--- src/design/owr_pkg.sv ---
// Package for the overwriting ring with offset lookup.
// Holds payload structs, command codes, controller states and control structs.
// No dependencies.
package owr_pkg;

	localparam int DEPTH_DEF    = 16;
	localparam int LEN_BITS_DEF = 16;
	localparam int HANDLE_W     = 32;
	localparam int IN_LEN_W     = 16;
	localparam int OFFSET_W     = 20;
	localparam int OUT_LEN_W    = 16;
	localparam int OUT_SLOT_W   = 4;

	typedef enum logic {
		CMD_ADD  = 1'b0,
		CMD_FIND = 1'b1
	} cmd_t;

	typedef struct packed {
		cmd_t                  cmd;
		logic [HANDLE_W-1:0]   entry_handle;
		logic [IN_LEN_W-1:0]   entry_length;
		logic [OFFSET_W-1:0]   byte_offset;
	} owr_req_t;

	typedef struct packed {
		logic                  found;
		logic [HANDLE_W-1:0]   hit_handle;
		logic [OUT_LEN_W-1:0]  hit_length;
		logic [OUT_SLOT_W-1:0] hit_slot;
		logic [OUT_LEN_W-1:0]  offset_in_entry;
		logic                  dropped_oldest;
	} owr_rsp_t;

	typedef enum logic [1:0] {
		ST_IDLE,
		ST_WALK,
		ST_DONE
	} owr_state_t;

	typedef struct packed {
		logic start;
		logic step;
		logic load_out;
	} owr_ctl_t;

	typedef struct packed {
		logic empty;
		logic hit;
		logic last;
		logic out_busy;
	} owr_sts_t;

endpackage

--- src/design/owr_ram.sv ---
// Generic single-write, single-read RAM with registered read data.
// No dependencies.
module owr_ram #(
	parameter int WIDTH = 48,
	parameter int DEPTH = 16
) (
	input  logic                     clk,
	input  logic                     we,
	input  logic [$clog2(DEPTH)-1:0] waddr,
	input  logic [WIDTH-1:0]         wdata,
	input  logic [$clog2(DEPTH)-1:0] raddr,
	output logic [WIDTH-1:0]         rdata
);

	logic [WIDTH-1:0] mem_q [DEPTH];
	logic [WIDTH-1:0] rdata_q;

	always_ff @(posedge clk) begin
		if (we) begin
			mem_q[waddr] <= wdata;
		end
		rdata_q <= mem_q[raddr];
	end

	assign rdata = rdata_q;

endmodule

--- src/design/owr_ctrl.sv ---
// Controller state machine for the overwriting ring.
// Depends on owr_pkg for states and the command and status structs.
module owr_ctrl (
	input  logic              clk,
	input  logic              arst_n,
	input  logic              req_valid,
	output logic              req_ready,
	input  owr_pkg::cmd_t     req_cmd,
	input  owr_pkg::owr_sts_t sts,
	output owr_pkg::owr_ctl_t ctl
);

	owr_pkg::owr_state_t state_q;
	owr_pkg::owr_state_t state_d;

	always_ff @(posedge clk or negedge arst_n) begin
		if (!arst_n) begin
			state_q <= owr_pkg::ST_IDLE;
		end else begin
			state_q <= state_d;
		end
	end

	always_comb begin
		state_d      = state_q;
		req_ready    = 1'b0;
		ctl.start    = 1'b0;
		ctl.step     = 1'b0;
		ctl.load_out = 1'b0;
		unique case (state_q)
			owr_pkg::ST_IDLE: begin
				req_ready = 1'b1;
				if (req_valid) begin
					ctl.start = 1'b1;
					if (req_cmd == owr_pkg::CMD_ADD || sts.empty) begin
						state_d = owr_pkg::ST_DONE;
					end else begin
						state_d = owr_pkg::ST_WALK;
					end
				end
			end
			owr_pkg::ST_WALK: begin
				ctl.step = 1'b1;
				if (sts.hit || sts.last) begin
					state_d = owr_pkg::ST_DONE;
				end
			end
			owr_pkg::ST_DONE: begin
				if (!sts.out_busy) begin
					ctl.load_out = 1'b1;
					state_d      = owr_pkg::ST_IDLE;
				end
			end
			default: begin
				state_d = owr_pkg::ST_IDLE;
			end
		endcase
	end

endmodule

--- src/design/owr_dp.sv ---
// Datapath of the overwriting ring: slot pointers, entry RAM, walk registers
// and the output register. Depends on owr_pkg and owr_ram.
module owr_dp #(
	parameter int DEPTH    = owr_pkg::DEPTH_DEF,
	parameter int LEN_BITS = owr_pkg::LEN_BITS_DEF
) (
	input  logic              clk,
	input  logic              arst_n,
	input  owr_pkg::owr_req_t req,
	output owr_pkg::owr_rsp_t rsp,
	output logic              rsp_valid,
	input  logic              rsp_ready,
	input  owr_pkg::owr_ctl_t ctl,
	output owr_pkg::owr_sts_t sts
);

	localparam int SW    = $clog2(DEPTH);
	localparam int CNTW  = $clog2(DEPTH + 1);
	localparam int RW    = owr_pkg::OFFSET_W;
	localparam int CW    = (LEN_BITS > RW) ? LEN_BITS : RW;
	localparam int DW    = owr_pkg::HANDLE_W + LEN_BITS;

	logic [SW-1:0]       write_slot_q;
	logic [SW-1:0]       read_slot_q;
	logic                full_q;
	logic [SW-1:0]       walk_slot_q;
	logic [CNTW-1:0]     left_q;
	logic [RW-1:0]       rem_q;
	owr_pkg::owr_rsp_t   res_q;
	owr_pkg::owr_rsp_t   rsp_q;
	logic                rsp_valid_q;

	logic [SW-1:0]       write_inc;
	logic [SW-1:0]       read_inc;
	logic [SW-1:0]       walk_inc;
	logic [CNTW-1:0]     count;
	logic [SW-1:0]       raddr;
	logic [DW-1:0]       wdata;
	logic [DW-1:0]       rdata;
	logic [LEN_BITS-1:0] rd_len;
	logic                is_add;
	owr_pkg::owr_rsp_t   start_res;
	owr_pkg::owr_rsp_t   hit_res;

	assign write_inc = (write_slot_q == SW'(DEPTH - 1)) ? '0 : write_slot_q + 1'b1;
	assign read_inc  = (read_slot_q == SW'(DEPTH - 1)) ? '0 : read_slot_q + 1'b1;
	assign walk_inc  = (walk_slot_q == SW'(DEPTH - 1)) ? '0 : walk_slot_q + 1'b1;

	always_comb begin
		if (full_q) begin
			count = CNTW'(DEPTH);
		end else if (write_slot_q >= read_slot_q) begin
			count = CNTW'(write_slot_q) - CNTW'(read_slot_q);
		end else begin
			count = CNTW'(write_slot_q) + CNTW'(DEPTH) - CNTW'(read_slot_q);
		end
	end

	assign is_add = (req.cmd == owr_pkg::CMD_ADD);
	assign raddr  = ctl.step ? walk_inc : read_slot_q;
	assign wdata  = {req.entry_handle, LEN_BITS'(req.entry_length)};
	assign rd_len = rdata[LEN_BITS-1:0];

	always_comb begin
		start_res                 = '0;
		start_res.dropped_oldest  = is_add && full_q;
		hit_res                   = '0;
		hit_res.found             = 1'b1;
		hit_res.hit_handle        = rdata[DW-1:LEN_BITS];
		hit_res.hit_length        = owr_pkg::OUT_LEN_W'(rd_len);
		hit_res.hit_slot          = owr_pkg::OUT_SLOT_W'(walk_slot_q);
		hit_res.offset_in_entry   = owr_pkg::OUT_LEN_W'(rem_q);
	end

	owr_ram #(
		.WIDTH(DW),
		.DEPTH(DEPTH)
	) u_ram (
		.clk  (clk),
		.we   (ctl.start && is_add),
		.waddr(write_slot_q),
		.wdata(wdata),
		.raddr(raddr),
		.rdata(rdata)
	);

	assign sts.empty    = (count == '0);
	assign sts.hit      = (CW'(rem_q) < CW'(rd_len));
	assign sts.last     = (left_q == CNTW'(1));
	assign sts.out_busy = rsp_valid_q && !rsp_ready;

	always_ff @(posedge clk or negedge arst_n) begin
		if (!arst_n) begin
			write_slot_q <= '0;
			read_slot_q  <= '0;
			full_q       <= 1'b0;
			rsp_valid_q  <= 1'b0;
		end else begin
			if (ctl.start && is_add) begin
				write_slot_q <= write_inc;
				if (full_q) begin
					read_slot_q <= read_inc;
				end else if (write_inc == read_slot_q) begin
					full_q <= 1'b1;
				end
			end
			if (ctl.load_out) begin
				rsp_valid_q <= 1'b1;
			end else if (rsp_ready) begin
				rsp_valid_q <= 1'b0;
			end
		end
	end

	always_ff @(posedge clk) begin
		if (ctl.start) begin
			res_q       <= start_res;
			rem_q       <= req.byte_offset;
			walk_slot_q <= read_slot_q;
			left_q      <= count;
		end
		if (ctl.step) begin
			if (sts.hit) begin
				res_q <= hit_res;
			end else begin
				rem_q       <= rem_q - RW'(rd_len);
				walk_slot_q <= walk_inc;
				left_q      <= left_q - 1'b1;
			end
		end
		if (ctl.load_out) begin
			rsp_q <= res_q;
		end
	end

	assign rsp       = rsp_q;
	assign rsp_valid = rsp_valid_q;

	a_full_ptrs: assert property (@(posedge clk) disable iff (!arst_n)
		full_q |-> (write_slot_q == read_slot_q))
		else $error("ring full with differing slots");

	a_walk_left: assert property (@(posedge clk) disable iff (!arst_n)
		ctl.step |-> (left_q != '0))
		else $error("walk step with no entries left");

	a_load_free: assert property (@(posedge clk) disable iff (!arst_n)
		ctl.load_out |-> !(rsp_valid_q && !rsp_ready))
		else $error("output register overwritten before transfer");

	a_add_not_found: assert property (@(posedge clk) disable iff (!arst_n)
		rsp_valid_q |-> !(rsp_q.found && rsp_q.dropped_oldest))
		else $error("result reports both a hit and a drop");

endmodule

--- src/design/overwrite_ring_with_offset_lookup.sv ---
// Top level of the overwriting ring with byte-offset lookup.
// Depends on owr_pkg, owr_ctrl and owr_dp.
//
//   channel  direction  handshake              payload
//   req      in         req_valid / req_ready  owr_pkg::owr_req_t
//   rsp      out        rsp_valid / rsp_ready  owr_pkg::owr_rsp_t
//
// An add, and a find on an empty ring, go straight to the done state. A find
// otherwise walks the stored entries (at most DEPTH) until one holds the offset
// or none is left: the walk reads one entry per cycle through the single read port of the entry RAM.
// Reset clears the slot pointers, the full flag and the output valid flag; no clearing pass runs.
// A new request is taken while a finished result waits in the output register;
// the next result is held until that transfer happens.
module overwrite_ring_with_offset_lookup #(
	parameter int DEPTH    = owr_pkg::DEPTH_DEF,
	parameter int LEN_BITS = owr_pkg::LEN_BITS_DEF
) (
	input  logic              clk,
	input  logic              arst_n,
	input  logic              req_valid,
	output logic              req_ready,
	input  owr_pkg::owr_req_t req,
	output logic              rsp_valid,
	input  logic              rsp_ready,
	output owr_pkg::owr_rsp_t rsp
);

	owr_pkg::owr_ctl_t ctl;
	owr_pkg::owr_sts_t sts;

	owr_ctrl u_ctrl (
		.clk      (clk),
		.arst_n   (arst_n),
		.req_valid(req_valid),
		.req_ready(req_ready),
		.req_cmd  (req.cmd),
		.sts      (sts),
		.ctl      (ctl)
	);

	owr_dp #(
		.DEPTH   (DEPTH),
		.LEN_BITS(LEN_BITS)
	) u_dp (
		.clk      (clk),
		.arst_n   (arst_n),
		.req      (req),
		.rsp      (rsp),
		.rsp_valid(rsp_valid),
		.rsp_ready(rsp_ready),
		.ctl      (ctl),
		.sts      (sts)
	);

endmodule
--- config.mk ---
export PLATFORM = sky130hd
export DESIGN_NAME = overwrite_ring_with_offset_lookup
export DESIGN_NICKNAME = d
export VERILOG_FILES = /design/src/design/owr_pkg.sv /design/src/design/owr_ram.sv /design/src/design/owr_ctrl.sv /design/src/design/owr_dp.sv /design/src/design/overwrite_ring_with_offset_lookup.sv
export SDC_FILE = /design/constraint.sdc
export NUM_CORES = 1
export LEC_CHECK = 0
export BUFFER_PORTS_ARGS = -buffer_cell sky130_fd_sc_hd__buf_2
export CAP_MARGIN = 20
export CORE_MARGIN = 2
export CORE_UTILIZATION = 40
export DETAILED_ROUTE_END_ITERATION = 10
export HOLD_SLACK_MARGIN = 0.1
export PLACE_DENSITY = 0.64
export SLEW_MARGIN = 10
export SYNTH_ARGS = -nofsm -noshare
export SYNTH_HDL_FRONTEND = slang
export SYNTH_HIERARCHICAL = 1
export SYNTH_SLANG_ARGS = --single-unit
--- constraint.sdc ---
create_clock -name clk -period 8 [get_ports clk]
set_clock_uncertainty 0.2 [all_clocks]
set_input_delay 1.6 -clock clk [delete_from_list [all_inputs] [get_ports clk]]
set_output_delay 1.6 -clock clk [all_outputs]
set_load 0.005 [all_outputs]
==> summary.md, run 1 <==
| Metric | Value |
|---|---|
| Die width | `309.7 um` |
| Core area | `0.09305 mm2` |
| DR vias | `18530` |
| Num CTS Buffers | `98` |
| Avg Vias per Cell | `5.257` |
| Synth Warn # | `6` |
| Clk sinks | `997` |
| Fin crit share | `0.6308` |
| Share of post-route cells with drive strength above 1 | `0.2517` |
| Drt first pass iters | `5` |
| Worst endpoint data arrival time | `5150 ps` |
| Worst-Skew Late Latency | `660 ps` |
| Die Y | `309.7 um` |
| Setup Crit Path Kind | `in -> reg` |
| VDD IR max | `329.5 uV` |
| Synth area leader | `edfxtp_1` |
| CTS tree | `yes` |
| Sw Ratio | `0.3128` |
| Status | `finished, final reports clean` |
| Final setup fails | `0` |
| Final worst path period need | `5046 ps` |
| Dpl ws | `2293 ps` |
| Post-synth EDFFs | `838` |
| WHS | `226.9 ps` |
| Static Leak | `14.14 nW` |
| Met3 Wirelength | `5139 um` |
| CTS max path bufs | `3` |
| Final antenna-violating net count | `0` |
| Share of the synthesized area in the top cell type | `0.6730` |
| Max-cap violations | `0` |
| Initial antenna violation count | `9` |
| Fin Setup TNS | `0 ps` |
| GR Overflow Total | `0` |
| RSZ-0062 raised after global routing | `false` |
| Initial Util | `0.4019` |
| Mean Syn Cell Area | `18.63 um2` |
| Crit-path max FO | `33` |
| Total power draw | `0.01632 W` |
| Post-Syn Instances | `2007` |
| Post-detailed-route wirelength per cell | `22.32 um` |
| NetSw | `0.005105 W` |
| Clock tree root driver cell | `clkbuf_16` |
| Worst Hold Class | `reg -> reg` |
| Setup crit end kind | `register` |
| Setup bufs post-CTS | `0` |
| Cts hold-fix bufs | `0` |
| CTS HTree Levels | `3` |
| M1 WL | `34370 um` |
| CP required | `8110 ps` |
| Synthesized cell area | `0.03739 mm2` |
| Commonest non-fill, non-tap cells in the layout | `edfxtp_1, nand2_1, mux4_2, dfxtp_1, buf_2` |
| Number of synthesized register bits | `997` |
| Worst-Margin Slew | `1082 ps` |
| Hold Fails Final Rpt | `0` |
| Setup ws final | `2954 ps` |
| Mux share of post-synthesis cell area | `0.1232` |
| Clk network pwr share | `0.284` |
| Clock slew at reported path FFs | `60 ps` |
| Synth Area in Compound Gates | `0.04825` |
| Adder-cell share of the synthesized area | `0.009436` |
| Combinational family with the most area after synthesis | `multiplexers` |
| Post-Synth XOR/XNOR Area | `0.005153` |
| Post-CTS resize count | `0` |
| DRC errors left | `0` |
| # rows | `112` |
| FMAX | `0.1982 GHz` |
| Largest net degree at the start of global routing | `115` |
| Internal | `0.01122 W` |
| First-pass GRT wire length | `118400 um` |
| Synth unique cells | `62` |
| Port Buffer Count | `144` |
| Slew Viols, Final | `0` |
| Type of origin of the critical path | `primary input` |
| Top Metal Used | `met5` |
| IO Count | `145` |
| Area Growth Syn to Fin | `15.14%` |
| Sequential fraction of the synthesis area | `0.7597` |
| Placer Congestion | `0.8011` |
| Power Dens Cells | `379.1 mW/mm2` |
| Syn nets | `2107` |
| Total Routing Usage GR | `0.1655` |
| Asr flop ratio synth | `0.01204` |
| Slew HR | `0.2760` |
| DIE AREA | `0.09594 mm2` |
| # nets final | `2288` |
| Simple-Gate Fraction of Synth Area | `0.03681` |
| Vias in the first global route | `19080` |
| Initial DRC count | `1582` |
| Filler Cell Count | `7824` |
| DP HPWL | `45680 um` |
| Combinational Power Share | `0.321` |
| Most common cell after layout, fill and taps aside | `edfxtp_1` |
| Sequential power share | `0.395` |
| Metal2 WL | `37840 um` |
| Detailed Route WL | `78680 um` |
| Dominant synthesized flop cell | `edfxtp_1` |
| Area contributors post-synth | `edfxtp_1, mux4_2, dfxtp_1` |
## through the flow
| stage | instances | cell area [um2] | util |
|---|---|---|---|
| after CTS | 3518 | 42930 | 0.4614 |
| final | 3525 | 43050 | 0.4627 |
| after detailed placement | 3337 | 39620 | 0.4258 |
| after floorplan | 2007 | 37390 | - |
| after global routing | 3524 | 43050 | 0.4627 |
| after global placement | 3337 | 39620 | 0.4258 |
## power groups by stage
stage	Clock, W	Combinational (W)	Sequential [W]
after CTS	0.00475	0.00532	0.00645
final	0.00463	0.00524	0.00645
after global placement	0	0.00521	0.00654
after floorplan	0	0.00394	0.00648
after detailed placement	0	0.00528	0.00655
after global routing	0.00495	0.00572	0.00650
## registers in the layout (all words and copies together), names as in the netlist
register,flops
u_dp/u_ram/mem_q,768
u_dp/res_q,70
u_dp/rsp,70
u_dp/u_ram/rdata,48
u_dp/rem_q,20
u_dp/left_q,5
u_dp/read_slot_q,4
u_dp/walk_slot_q,4
u_dp/write_slot_q,4
u_ctrl/state_q,2
u_dp/full_q,1
u_dp/rsp_valid,1
## routing by layer
metal | global-route usage | vias to the layer above
met5 | 0 | -
met4 | 0.04157 | 6
met3 | 0.03525 | 109
met2 | 0.2673 | 502
met1 | 0.2297 | 9589
li1 | - | 8325
## critical path: stages
cell and delay (ps):
buf_2 90, nand2_1 70, inv_1 60, buf_4 390
clkinv_2 110, nor2_1 840, nand3b_1 480, nor2_4 960
buf_4 500
## cells by family (layout without fill, tap and decap cells)
logic type | Yosys count | in the layout
and+or+nand+nor | 330 | 330
adders and majority gates | 27 | 27
AOI/OAI and AO/OA | 275 | 275
xor gates and xnor gates | 22 | 22
DFF | 997 | 997
muxes | 219 | 219
other | 0 | 2
buffers and inverters | 137 | 399
## layout make-up
cell class / instances / area (um2) / share of cell area
clock inverters: 44 / 444.2 / 0.01032
repair buffers: 184 / 1126 / 0.02616
multi-input cells: 873 / 8506 / 0.1976
diodes: 2 / 5.005 / 0.0001162
well taps: 1254 / 1569 / 0.03644
flip-flops and latches: 997 / 28410 / 0.6598
inverters: 34 / 128.9 / 0.002993
clock buffers: 137 / 2867 / 0.06658
## worst paths after layout
kind | from | endpoint | cells after the start | slack (ps)
max reg2reg | u_ctrl/state_q[0] | u_dp/u_ram/mem_q[11][25] | 9 | 3390
max | req_valid | u_dp/u_ram/mem_q[11][25] | 9 | 2950
min reg2reg | u_dp/res_q[21] | u_dp/rsp[21] | 0 | 230
max in group asynchronous | arst_n | u_dp/write_slot_q[3] | 1 | 6680
min in group asynchronous | arst_n | u_dp/rsp_valid | 1 | 640
min | u_dp/res_q[21] | u_dp/rsp[21] | 0 | 230
## synth_stat cells (11+ instances only)
cell type and n:
edfxtp_1 838, nand2_1 224, mux4_2 192, dfxtp_1 147
a22oi_1 97, o21ai_0 82, nor2_1 49, clkbuf_1 48
inv_1 33, a21oi_1 32, ha_1 25, buf_4 21
buf_2 18, mux2i_1 16, xnor2_1 16, dfrtp_1 12
nor3_1 12, mux2_2 11
Note: power is estimated with default switching activity, not from simulation.
==> run 2: changes to the inputs <==
--- a/config.mk
+++ b/config.mk
@@ -11,7 +11,7 @@
 export CORE_UTILIZATION = 40
 export DETAILED_ROUTE_END_ITERATION = 10
 export HOLD_SLACK_MARGIN = 0.1
-export PLACE_DENSITY = 0.64
+export PLACE_DENSITY = 0.66
 export SLEW_MARGIN = 10
 export SYNTH_ARGS = -nofsm -noshare
 export SYNTH_HDL_FRONTEND = slang
==> constraint.sdc (replaced) <==
create_clock -name clk -period 4.08 [get_ports clk]
set_clock_uncertainty 0.2 [all_clocks]
set_input_delay 0.816 -clock clk [delete_from_list [all_inputs] [get_ports clk]]
set_output_delay 0.816 -clock clk [all_outputs]
set_load 0.005 [all_outputs]
==> summary.md, run 2 (synthesized netlist as in run 1, its figures left out) <==
| Metric | Value |
|---|---|
| Status | `finished, final reports clean` |
| Final setup fails | `0` |
| Hold Fails Final Rpt | `0` |
| Clock slew at reported path FFs | `60 ps` |
| DRC errors left | `0` |
| Crit-path max FO | `29` |
| Detailed Route WL | `85290 um` |
| Fin crit share | `0.8306` |
| Post-detailed-route wirelength per cell | `23.95 um` |
| NetSw | `0.01038 W` |
| Sw Ratio | `0.3205` |
| Sequential power share | `0.390` |
| RSZ-0062 raised after global routing | `false` |
| Final antenna-violating net count | `0` |
| Worst-Skew Late Latency | `680 ps` |
| VDD IR max | `588.0 uV` |
| CTS tree | `yes` |
| Avg Vias per Cell | `5.426` |
| # rows | `112` |
| Final instance area | `0.04332 mm2` |
| Internal | `0.02200 W` |
| Most flop-heavy register | `u_dp/u_ram/mem_q` |
| Worst endpoint data arrival time | `3720 ps` |
| Port Buffer Count | `144` |
| Crit-path most repeated cell | `buf_4` |
| Fin Setup TNS | `0 ps` |
| Clk network pwr share | `0.273` |
| CTS HTree Levels | `3` |
| CP required | `4410 ps` |
| Worst Hold Class | `reg -> reg` |
| IO Count | `145` |
| Commonest non-fill, non-tap cells in the layout | `edfxtp_1, nand2_1, mux4_2, dfxtp_1, buf_2` |
| Area post-placement | `0.04011 mm2` |
| Final worst path period need | `3389 ps` |
| Combinational Power Share | `0.337` |
| # nets final | `2318` |
| Placer Congestion | `0.8128` |
| Type of origin of the critical path | `register` |
| Area Growth Syn to Fin | `15.85%` |
| Power Dens Cells | `747.4 mW/mm2` |
| Post-CTS resize count | `0` |
| Initial DRC count | `1737` |
| Worst-Margin Slew | `969.8 ps` |
| Setup crit end kind | `register` |
| Vias in the first global route | `19860` |
| DIE AREA | `0.09594 mm2` |
| Initial Util | `0.4019` |
| Num CTS Buffers | `99` |
| Share of post-route cells with drive strength above 1 | `0.2603` |
| Drt first pass iters | `5` |
| DP HPWL | `50170 um` |
| Most common cell after layout, fill and taps aside | `edfxtp_1` |
| Largest net degree at the start of global routing | `106` |
| Max FFs per register | `768` |
| Total Routing Usage GR | `0.1795` |
| GR Overflow Total | `0` |
| FMAX | `0.2951 GHz` |
| CTS max path bufs | `3` |
| Total power draw | `0.03237 W` |
| First-pass GRT wire length | `127300 um` |
| Static Leak | `14.27 nW` |
| Slew Viols, Final | `0` |
| Max-cap violations | `0` |
| DR vias | `19320` |
| Setup Crit Path Kind | `reg -> reg` |
| Slew HR | `0.3535` |
| Clk sinks | `997` |
| Critical-path cell list | `nor2b_2 > buf_4 > o21ai_4 > buf_12 > buf_4 > mux4_2 > a22oi_1 > nand2_1` |
| CP max stage cell | `o21ai_4` |
| Die Y | `309.7 um` |
| Clock tree root driver cell | `clkbuf_16` |
| Slowest Stage Delay on Critical Path | `740 ps` |
| Die width | `309.7 um` |
| Initial antenna violation count | `9` |
| Filler Cell Count | `7814` |
| Core area | `0.09305 mm2` |
[run 2: cell count changes in the layout (fill, tap and decap cells not counted), sizes merged]
cell,delta
inv,+5
clkinvlp,+1
clkbuf,+9
clkinv,-4
bufinv,-4
dlygate4sd3,+1
buf,+28
[run 2: cell type report]
cell class,count,area [um2],area share
Sequential cell,997,28410,0.6558
Multi-Input combinational cell,873,8537,0.1971
Clock buffer,146,2805,0.06476
Tap cell,1254,1569,0.03622
Timing Repair Buffer,213,1479,0.03414
Clock inverter,42,386.6,0.008925
Inverter,34,128.9,0.002975
Antenna cell,2,5.005,0.0001155
[run 2: per-stage QoR]
stage	setup WS (ps)	util	hold WS, ps	std cells
CTS	680.6	0.4655	199.5	3559
detailed placement	700.0	0.4311	213.8	3370
floorplan	-794.1	-	201.4	2007
global route	533.1	0.4655	223.6	3560
finish	691.0	0.4655	228.8	3561
global placement	714.8	0.4309	215.1	3369
[run 2: per-layer routing]
layer | vias up | part of all wire | GRT usage
met5 | - | 0.00061 | 0
met2 | 696 | 0.48 | 0.2939
met1 | 10080 | 0.42 | 0.2461
met3 | 145 | 0.070 | 0.03491
met4 | 8 | 0.022 | 0.04977
li1 | 8399 | - | -
[run 2: power by group through the flow]
stage,Sequential (W),Clock (W),Combinational [W]
2_1_floorplan,0.0127,0,0.00775
3_3_place_gp,0.0128,0,0.0107
3_5_place_dp,0.0128,0,0.0110
4_1_cts,0.0126,0.00904,0.0110
5_1_grt,0.0127,0.00941,0.0118
6_report,0.0126,0.00883,0.0109
[run 2: repair_timing]
item                      4_1_cts  5_1_grt
hold endpoints to repair       12        0
hold buffers                    1        0
setup buffers                   0        0
[run 2: path summary, 6_finish.rpt]
check,start,to,slack [ps],cells after the start
max in group asynchronous,arst_n,u_dp/write_slot_q[3],3060,2
setup / recovery,u_ctrl/state_q[0],u_dp/u_ram/rdata[11],690,8
min in group asynchronous,arst_n,u_dp/rsp_valid,370,2
setup reg to reg,u_ctrl/state_q[0],u_dp/u_ram/rdata[11],690,8
hold reg to reg,u_dp/res_q[42],u_dp/rsp[42],230,0
hold / removal,u_dp/res_q[42],u_dp/rsp[42],230,0
[run 2: critical path: cells and delay by family (launching register included)]
kind	cells	cell delay, ps
compound gates	2	1070
buf+inv	3	800
flops	1	430
simple gates	2	390
mux	1	320
==> run 3: changes to the inputs <==
--- a/config.mk
+++ b/config.mk
@@ -11,7 +11,7 @@
 export CORE_UTILIZATION = 40
 export DETAILED_ROUTE_END_ITERATION = 10
 export HOLD_SLACK_MARGIN = 0.1
-export PLACE_DENSITY = 0.66
+export PLACE_DENSITY = 0.64
 export SLEW_MARGIN = 10
 export SYNTH_ARGS = -nofsm -noshare
 export SYNTH_HDL_FRONTEND = slang
==> constraint.sdc (replaced) <==
create_clock -name clk -period 3.19 [get_ports clk]
set_clock_uncertainty 0.2 [all_clocks]
set_input_delay 0.638 -clock clk [delete_from_list [all_inputs] [get_ports clk]]
set_output_delay 0.638 -clock clk [all_outputs]
set_load 0.005 [all_outputs]
==> summary.md, run 3 (synthesized netlist as in run 1, its figures left out) <==
| Metric | Value |
|---|---|
| Clock tree root driver cell | `clkbuf_16` |
| Slew Viols, Final | `0` |
| Worst-Margin Slew | `662.3 ps` |
| Num CTS Buffers | `100` |
| Multi-input combinational cell area | `0.008571 mm2` |
| Flop2flop setup slack | `190 ps` |
| DR vias | `19360` |
| Worst endpoint data arrival time | `3340 ps` |
| Max FFs per register | `768` |
| Critical-path cell list | `inv_1 > ha_1 > fa_1 > nand2b_1 > a21oi_4 > o31ai_2 > a21oi_2 > buf_4 > nor3b_4 > buf_12 > buf_12 > nand2_1 > o21ai_0` |
| Placed insts | `3380` |
| Initial DRC count | `1643` |
| Crit path to | `u_dp/res_q[17]` |
| Total Routing Usage GR | `0.1758` |
| Share of post-route cells with drive strength above 1 | `0.2665` |
| Worst-Skew Late Latency | `670 ps` |
| Initial antenna violation count | `10` |
| Port Buffer Count | `144` |
| # nets final | `2363` |
| DP HPWL | `48020 um` |
| Slowest Stage Delay on Critical Path | `380 ps` |
| Post-detailed-route wirelength per cell | `23.28 um` |
| Area Growth Syn to Fin | `18.56%` |
| CP max stage cell | `fa_1` |
| Final antenna-violating net count | `0` |
| Dpl ws | `-83.69 ps` |
| Fin crit share | `0.9400` |
| DRC errors left | `0` |
| Worst r2r src | `u_dp/rem_q[0]` |
| Die Y | `309.7 um` |
| Type of origin of the critical path | `register` |
| # rows | `112` |
| Clk sinks | `997` |
| Final setup fails | `0` |
| Hold Fails Final Rpt | `0` |
| Final worst path period need | `2999 ps` |
| Most common cell after layout, fill and taps aside | `edfxtp_1` |
| Filler Cell Count | `7782` |
| Vias in the first global route | `19940` |
| Static Leak | `14.69 nW` |
| IO Count | `145` |
| Avg Vias per Cell | `5.369` |
| Detailed Route WL | `83930 um` |
| DIE AREA | `0.09594 mm2` |
| CTS tree | `yes` |
| Placer Congestion | `0.8057` |
| R2R cell count | `13` |
| Power Dens Cells | `955.8 mW/mm2` |
| Initial Util | `0.4019` |
| Setup Crit Path Kind | `reg -> reg` |
| Layout Cells excl Fill | `3605` |
| CTS HTree Levels | `3` |
| CP required | `3530 ps` |
| FMAX | `0.3335 GHz` |
| Reg area | `0.02841 mm2` |
| Crit-path max FO | `76` |
| GR Overflow Total | `0` |
| Commonest non-fill, non-tap cells in the layout | `edfxtp_1, nand2_1, mux4_2, dfxtp_1, buf_2` |
| Setup crit end kind | `register` |
| Setup crit start | `u_dp/rem_q[0]` |
| Die width | `309.7 um` |
| Clock slew at reported path FFs | `60 ps` |
| Instance count on the critical path | `13` |
| RSZ-0062 raised after global routing | `false` |
| Setup ws final | `191.4 ps` |
| Status | `finished, final reports clean` |
| First-pass GRT wire length | `125500 um` |
| Most flop-heavy register | `u_dp/u_ram/mem_q` |
| Fin util | `0.4764` |
| VDD IR max | `646.2 uV` |
| Buffers plus inverters on the worst setup path | `4` |
| CTS max path bufs | `3` |
| Max-cap violations | `0` |
| Core area | `0.09305 mm2` |
| Slew HR | `0.5568` |
| Worst Hold Class | `in -> reg` |
| Crit-path most repeated cell | `buf_12` |
| Drt first pass iters | `5` |
| Family with the most delay on the worst path | `compound AO/OA/AOI/OAI gates` |
| R2r endpoint | `u_dp/res_q[17]` |
| Largest net degree at the start of global routing | `77` |
==> run 3: cell types whose count changed in the layout (fill, tap and decap cells not counted), sizes merged <==
cell / before / now
dlygate4sd3: 1 / 33
clkbuf: 146 / 131
buf: 212 / 224
bufinv: 3 / 14
clkinv: 28 / 35
clkinvlp: 4 / 2
inv: 41 / 40
==> run 3: cell type report <==
type | instances | area share
diodes | 2 | 0.0001129
inverters | 34 | 0.002935
clock inverters | 57 | 0.01645
multi-input cells | 873 | 0.1933
clock buffers | 131 | 0.06209
well taps | 1254 | 0.03539
repair buffers | 257 | 0.04888
flip-flops and latches | 997 | 0.6408
==> run 3: routing by layer <==
metal | share of wire | track usage | routed length [um]
met1 | 0.43 | 0.2414 | 36320
met2 | 0.48 | 0.2899 | 40600
met3 | 0.064 | 0.03265 | 5375
met4 | 0.019 | 0.04516 | 1580
met5 | 0.00061 | 0 | 51
==> run 3: worst min path at each step <==
stage | startpoint | endpoint | slack, ps | depth (start not counted)
final | req[13] | u_dp/rem_q[13] | 140 | 4
after floorplan | arst_n | u_ctrl/state_q[0] | 140 | 0
after global routing | req[30] | u_dp/u_ram/mem_q[0][10] | 120 | 1
after global placement | u_dp/res_q[8] | u_dp/rsp[8] | 220 | 0
after detailed placement | u_dp/res_q[55] | u_dp/rsp[55] | 210 | 0
after CTS | req[40] | u_dp/u_ram/mem_q[15][20] | 100 | 1
==> run 3: through the flow <==
| step | area, um2 | total power [W] | hold slack, ps | setup TNS [ps] |
|---|---|---|---|---|
| floorplan | 37560 | 0.02620 | 142.4 | -50850 |
| global placement | 40450 | 0.03024 | 215.1 | -73.88 |
| detailed placement | 40450 | 0.03040 | 214.4 | -223.9 |
| CTS | 44260 | 0.04272 | 100.5 | 0 |
| global route | 44330 | 0.04454 | 121.9 | 0 |
| finish | 44330 | 0.04237 | 137.2 | 0 |
==> run 3: worst reg2reg max path, stage by stage, from the launching register on <==
cell	delay [ps]
dfxtp_1	330
inv_1	60
ha_1	220
fa_1	380
nand2b_1	220
a21oi_4	230
o31ai_2	120
a21oi_2	240
buf_4	180
nor3b_4	50
buf_12	150
buf_12	170
nand2_1	250
o21ai_0	90
==> run 3: power by group <==
group / leakage, nW / switching, W / internal, W
clock network: 1.71 / 0.00493 / 0.00726
logic: 4.04 / 0.00741 / 0.00660
registers: 8.94 / 0.000696 / 0.0155
total: 14.7 / 0.0130 / 0.0293
==> run 3: what timing repair did <==
action,in CTS,in global routing
setup buffers,0,1
hold endpoints to repair,167,0
gates resized for setup,1,4
hold buffers,33,0
pin swaps,0,2
setup endpoints to repair,19,87
